==> src/sv/esc_pkg.sv <==
// shared types, constants and arithmetic helpers for the sensor compensation core
`default_nettype none
package esc_pkg;

  localparam int unsigned DivStages = 32;

  localparam logic [31:0] Off64000   = 32'd64000;
  localparam logic [31:0] Full20     = 32'd1048576;
  localparam logic [31:0] Scale3125  = 32'd3125;
  localparam logic [31:0] SignBit    = 32'h8000_0000;
  localparam logic [31:0] One15      = 32'd32768;
  localparam logic [31:0] Off76800   = 32'd76800;
  localparam logic [31:0] Round14    = 32'd16384;
  localparam logic [31:0] Off2097152 = 32'd2097152;
  localparam logic [31:0] Round13    = 32'd8192;
  localparam logic [31:0] HumMax     = 32'd419430400;

  typedef enum logic [2:0] {
    CFG_TEMP       = 3'd0,
    CFG_PRESS_LOW  = 3'd1,
    CFG_PRESS_HIGH = 3'd2,
    CFG_PRESS_NINE = 3'd3,
    CFG_HUM_LOW    = 3'd4,
    CFG_HUM_HIGH   = 3'd5
  } cfg_idx_e;

  // calibration coefficients, extended to 32 bits
  typedef struct packed {
    logic [31:0] t1, t2, t3;
    logic [31:0] p1, p2, p3, p4, p5, p6, p7, p8, p9;
    logic [31:0] h1, h2, h3, h4, h5, h6;
  } coef_t;

  // data that rides alongside the divider
  typedef struct packed {
    logic [31:0] temp;
    logic [16:0] hum;
    logic        ok;
    logic        dbl;
  } side_t;

  typedef struct packed {
    logic [31:0] rem;
    logic [31:0] num;
    logic [31:0] quo;
    logic [31:0] dv;
    side_t       side;
  } div_t;

  typedef struct packed {
    logic [31:0] temp;
    logic [31:0] press;
    logic [16:0] hum;
    logic        ok;
  } res_t;

  function automatic logic [31:0] mul32(input logic [31:0] a, input logic [31:0] b);
    logic [63:0] p;
    p = a * b;
    return p[31:0];
  endfunction

  function automatic logic [31:0] sra32(input logic [31:0] x, input logic [4:0] n);
    return $signed(x) >>> n;
  endfunction

endpackage
`default_nettype wire

==> src/sv/esc_back.sv <==
// pressure correction after division and the result register
`default_nettype none
module esc_back (
  input  wire logic           clk_i,
  input  wire logic           rst_ni,
  input  wire logic           adv_i,
  input  wire logic           valid_i,
  input  wire esc_pkg::div_t  div_i,
  input  wire esc_pkg::coef_t coef_i,
  output logic                valid_o,
  output esc_pkg::res_t       res_o
);
  import esc_pkg::*;

  logic [2:0]  v_q;
  logic [31:0] pr1_q, m1_q, m2_q, pr2_q, m2b_q, m3_q;
  side_t       s1_q, s2_q;
  res_t        res_q;
  logic [31:0] pr0, pa, pb, pf;

  always_comb begin
    pr0 = div_i.side.dbl ? {div_i.quo[30:0], 1'b0} : div_i.quo;
    pa  = sra32(m3_q, 5'd12);
    pb  = sra32(m2b_q, 5'd13);
    pf  = pr2_q + sra32(pa + pb + coef_i.p7, 5'd4);
  end

  always_ff @(posedge clk_i or negedge rst_ni) begin
    if (!rst_ni) begin
      v_q <= '0;
    end else if (adv_i) begin
      v_q <= {v_q[1:0], valid_i};
    end
  end

  always_ff @(posedge clk_i) begin
    if (adv_i) begin
      pr1_q <= pr0;
      m1_q  <= mul32({3'd0, pr0[31:3]}, {3'd0, pr0[31:3]});
      m2_q  <= mul32({2'd0, pr0[31:2]}, coef_i.p8);
      s1_q  <= div_i.side;

      pr2_q <= pr1_q;
      m2b_q <= m2_q;
      m3_q  <= mul32(coef_i.p9, {13'd0, m1_q[31:13]});
      s2_q  <= s1_q;

      res_q.temp  <= s2_q.temp;
      res_q.ok    <= s2_q.ok;
      res_q.press <= s2_q.ok ? pf : '0;
      res_q.hum   <= s2_q.ok ? s2_q.hum : '0;
    end
  end

  assign valid_o = v_q[2];
  assign res_o   = res_q;
endmodule
`default_nettype wire

==> config.mk <==
export PLATFORM = sky130hd
export DESIGN_NAME = esc_back
export DESIGN_NICKNAME = d
export VERILOG_FILES = /design/src/sv/esc_pkg.sv /design/src/sv/esc_back.sv
export SDC_FILE = /design/constraint.sdc
export NUM_CORES = 2
export LEC_CHECK = 0
export ABC_AREA = 1
export ABC_CLOCK_PERIOD_IN_PS = 10400
export BUFFER_PORTS_ARGS = -buffer_cell sky130_fd_sc_hd__buf_2
export CORE_AREA = 2 2 327 329
export CTS_BUF_LIST = sky130_fd_sc_hd__clkbuf_4
export DETAILED_ROUTE_END_ITERATION = 10
export DIE_AREA = 0 0 329 331
export HOLD_SLACK_MARGIN = 0.06
export PLACE_DENSITY_LB_ADDON = 0.15
export SLEW_MARGIN = 15
export SYNTH_ARGS = -nofsm -noshare
export SYNTH_HDL_FRONTEND = slang
export SYNTH_SLANG_ARGS = --single-unit
==> constraint.sdc <==
create_clock -name clk_i -period 10.4 [get_ports clk_i]
set_input_delay 1.04 -clock clk_i [delete_from_list [all_inputs] [get_ports clk_i]]
set_output_delay 1.04 -clock clk_i [all_outputs]
set_load 0.1 [all_outputs]
==> flow_metrics.env <==
export IMPL_status="finished clean"
export IMPL_grt_max_degree=164
export IMPL_end_kind="register"
export IMPL_antenna_found_initial=14
export IMPL_hold_viol_final=0
export IMPL_met3_usage_pct=5.61
export IMPL_max_cap_violations=0
export IMPL_syn_area_sq_um=56900
export IMPL_syn_area_per_cell_sq_um=8.70
export IMPL_drt_iter0_markers=3238
export IMPL_htreeDepth=3
export IMPL_critPathLaunch="div_i[0]"
export IMPL_async_flop_share_pct=0.920
export IMPL_synth_xor_area_share_pct=2.58
export IMPL_synth_compound_area_share_pct=4.72
export IMPL_dpl_cell_count=8044
export IMPL_path_class="input pin to register"
export IMPL_grt_usage_pct=31.9
export IMPL_synth_mux_area_share_pct=0.0198
export IMPL_fillCellCount=9629
export IMPL_slew_violations=0
export IMPL_place_gp_congestion=0.959
export IMPL_reg2reg_slack_ns=3.48
export IMPL_synth_fa_ha_area_share_pct=47.8
export IMPL_die_h_um=331
export IMPL_grtUsageMet2_pct=53.5
export IMPL_worst_hold_path_endpoint="s1_q[1]"
export IMPL_start_util_pct=54.2
export IMPL_cts_root_buf="clkbuf_4"
export IMPL_cpMaxStageDelayCell="buf_4"
export IMPL_critPathArrivalTime_ns=8.96
export IMPL_numCtsBuffers=89
export IMPL_synth_distinct_cells=51
export IMPL_ys_seq_elements=326
export IMPL_finalCritPeriodShare_pct=80.6
export IMPL_whs_path_depth=1
export IMPL_required_ns=10.97
export IMPL_grt_pass1_vias=45600
export IMPL_reg2reg_to="res_o[49]"
export IMPL_cts_tree="done"
export IMPL_synth_warnings=0
export IMPL_max_slew_margin_pct=27.1
export IMPL_cp_max_fo=37
export IMPL_post_route_min_period_ns=8.38
export IMPL_finalNetCount=9008
export IMPL_stdcell_count=8208
export IMPL_layout_drive_gt1_share_pct=7.49
export IMPL_grt_use_met1_pct=39.2
export IMPL_grt_busiest_layer="met2"
export IMPL_holdCritStartpoint="div_i[1]"
export IMPL_rsz0062_at_grt="false"
export IMPL_routed_via_density=5.32
export IMPL_synth_top_family_by_area="adder cells"
export IMPL_setup_violations=0
export IMPL_wl_per_cell_um=20.6
export IMPL_dr_pass1_iters=6
export IMPL_rows=119
export IMPL_synth_edf_count=323
export IMPL_slowest_delay_ns=0.56
export IMPL_fmax_mhz=119
export IMPL_vias=43700
export IMPL_cts_setup_buffers=0
export IMPL_cts_sinks=326
export IMPL_hpwl_mm=138
export IMPL_port_buffers=265
export IMPL_path_clk_slew_ns=0.06
export IMPL_critPathLaunchType="input pin"
export IMPL_synth_nets=8808
export IMPL_core_area_sq_um=105000
export IMPL_grt_overflow=0
export IMPL_grt_pass1_wl_mm=259
export IMPL_dieArea_sq_um=109000
export IMPL_worstMarginPinSlew_ns=1.09
export IMPL_synthCells=6545
export IMPL_skew_ns=0.0983
export IMPL_ys_seq_area_share_pct=17.2
export IMPL_worstHoldPathType="input pin to register"
export IMPL_r2r_start="m2b_q[13]"
export IMPL_clkLatencyLatePin_ns=0.95
export IMPL_clk_path_buf_depth=3
export IMPL_die_w_um=329
export IMPL_post_route_drc_count=0
export IMPL_syn_to_final_growth_pct=6.78
export IMPL_synthFlopType="edfxtp_1"
export IMPL_wl_mm=169
export IMPL_io_pins=842
export IMPL_reg2reg_depth=35
export IMPL_antenna_left=0
export IMPL_synth_simple_area_share_pct=14.7
export IMPL_fin_tns_setup_ns=0
-- flip-flops by register name, summed over array words and instances (netlist names) --
register  flops
m2b_q        19
s1_q         50
pr1_q        32
pr2_q        32
m2_q         19
v_q           3
res_o        82
m1_q         19
s2_q         50
m3_q         20
-- placed cells by master, fill, tap and decap left out, drive strengths merged, types with 3 or more instances in the layout --
cell type	count
a21o	20
nor4	15
clkbuf	114
buf	325
edfxtp	323
nand4	21
a221oi	9
a21boi	3
o221ai	3
dfrtp	3
a21oi	224
a31oi	14
o31ai	4
nand3	106
ha	386
o211ai	5
nor2	657
xnor2	61
nand3b	11
or2	3
fa	1118
xor2	105
nor3	29
nand2	1281
o21a	15
clkinv	49
o21ai	145
inv	1722
bufinv	4
diode	10
o21bai	15
-- metrics by stage --
stage	cell area [sq um]	hold WS (ns)	util (%)	setup WS [ns]
4_1_cts	60800	0.172	57.9	2.11
5_1_grt	60800	0.194	57.9	1.59
3_3_place_gp	59600	0.400	56.8	1.26
2_1_floorplan	56900	0.400	-	2.33
6_report	60800	0.262	57.9	2.02
3_5_place_dp	59600	0.405	56.8	1.12
-- layout make-up --
cell class / count / area [sq um] / share of cell area, %
multi-input combinational: 4264 / 39800 / 65.4
sequential: 326 / 9770 / 16.1
inverter: 1738 / 6520 / 10.7
timing repair buffer: 326 / 1850 / 3.04
tap: 1391 / 1740 / 2.86
clock buffer: 114 / 856 / 1.41
clock inverter: 39 / 288 / 0.473
antenna: 10 / 25.0 / 0.0412
-- synthesized netlist by cell type (60+ instances only) --
cell type  instances  area, sq um
a21oi_1          224         1120
edfxtp_1         323         9700
nand2_1         1264         4740
o21ai_0          119          596
fa_1            1118        22400
xnor2_1           60          526
clkbuf_1         175          657
ha_1             386         4830
xor2_1           104          911
nand3_1          103          515
nor2_1           657         2470
inv_1           1713         6430
-- metal layers --
metal  vias to the layer above  wire [um]  part of all wire (%)
met5                         -         31                 0.018
li1                      19700          -                     -
met3                       433      13400                   7.9
met1                     21700      62900                    37
met4                         4      10900                   6.4
met2                      1763      81700                    48
-- critical path: cells and delay by family --
kind | cells | cell delay, ns
adders and majority gates | 9 | 4.46
buffers and inverters | 9 | 1.67
and+or+nand+nor | 12 | 1.76
-- kinds of logic after synthesis --
logic type,count (synthesis)
AND/OR/NAND/NOR,2127
buffers and inverters,1955
adder cells (fa/ha/maj),1504
AO/OA/AOI/OAI,466
flip-flops,326
XOR/XNOR,166
multiplexers,1
-- timing repair --
| action | in CTS | in global routing |
|---|---|---|
| hold buffers | 1 | 0 |
| gates resized for setup | 0 | 0 |
| hold endpoints to repair | 3 | 0 |
-- worst max-delay path by stage --
stage                          end  depth (start not counted)
after floorplan           m2_q[28]                         32
after global placement    m2_q[31]                         26
after detailed placement  m2_q[31]                         32
after CTS                 m2_q[31]                         32
after global routing      m2_q[31]                         32
final                     m2_q[31]                         30
Power is not shown: default switching activity piles up to over one toggle a cycle in this logic, so the estimate is an artifact.
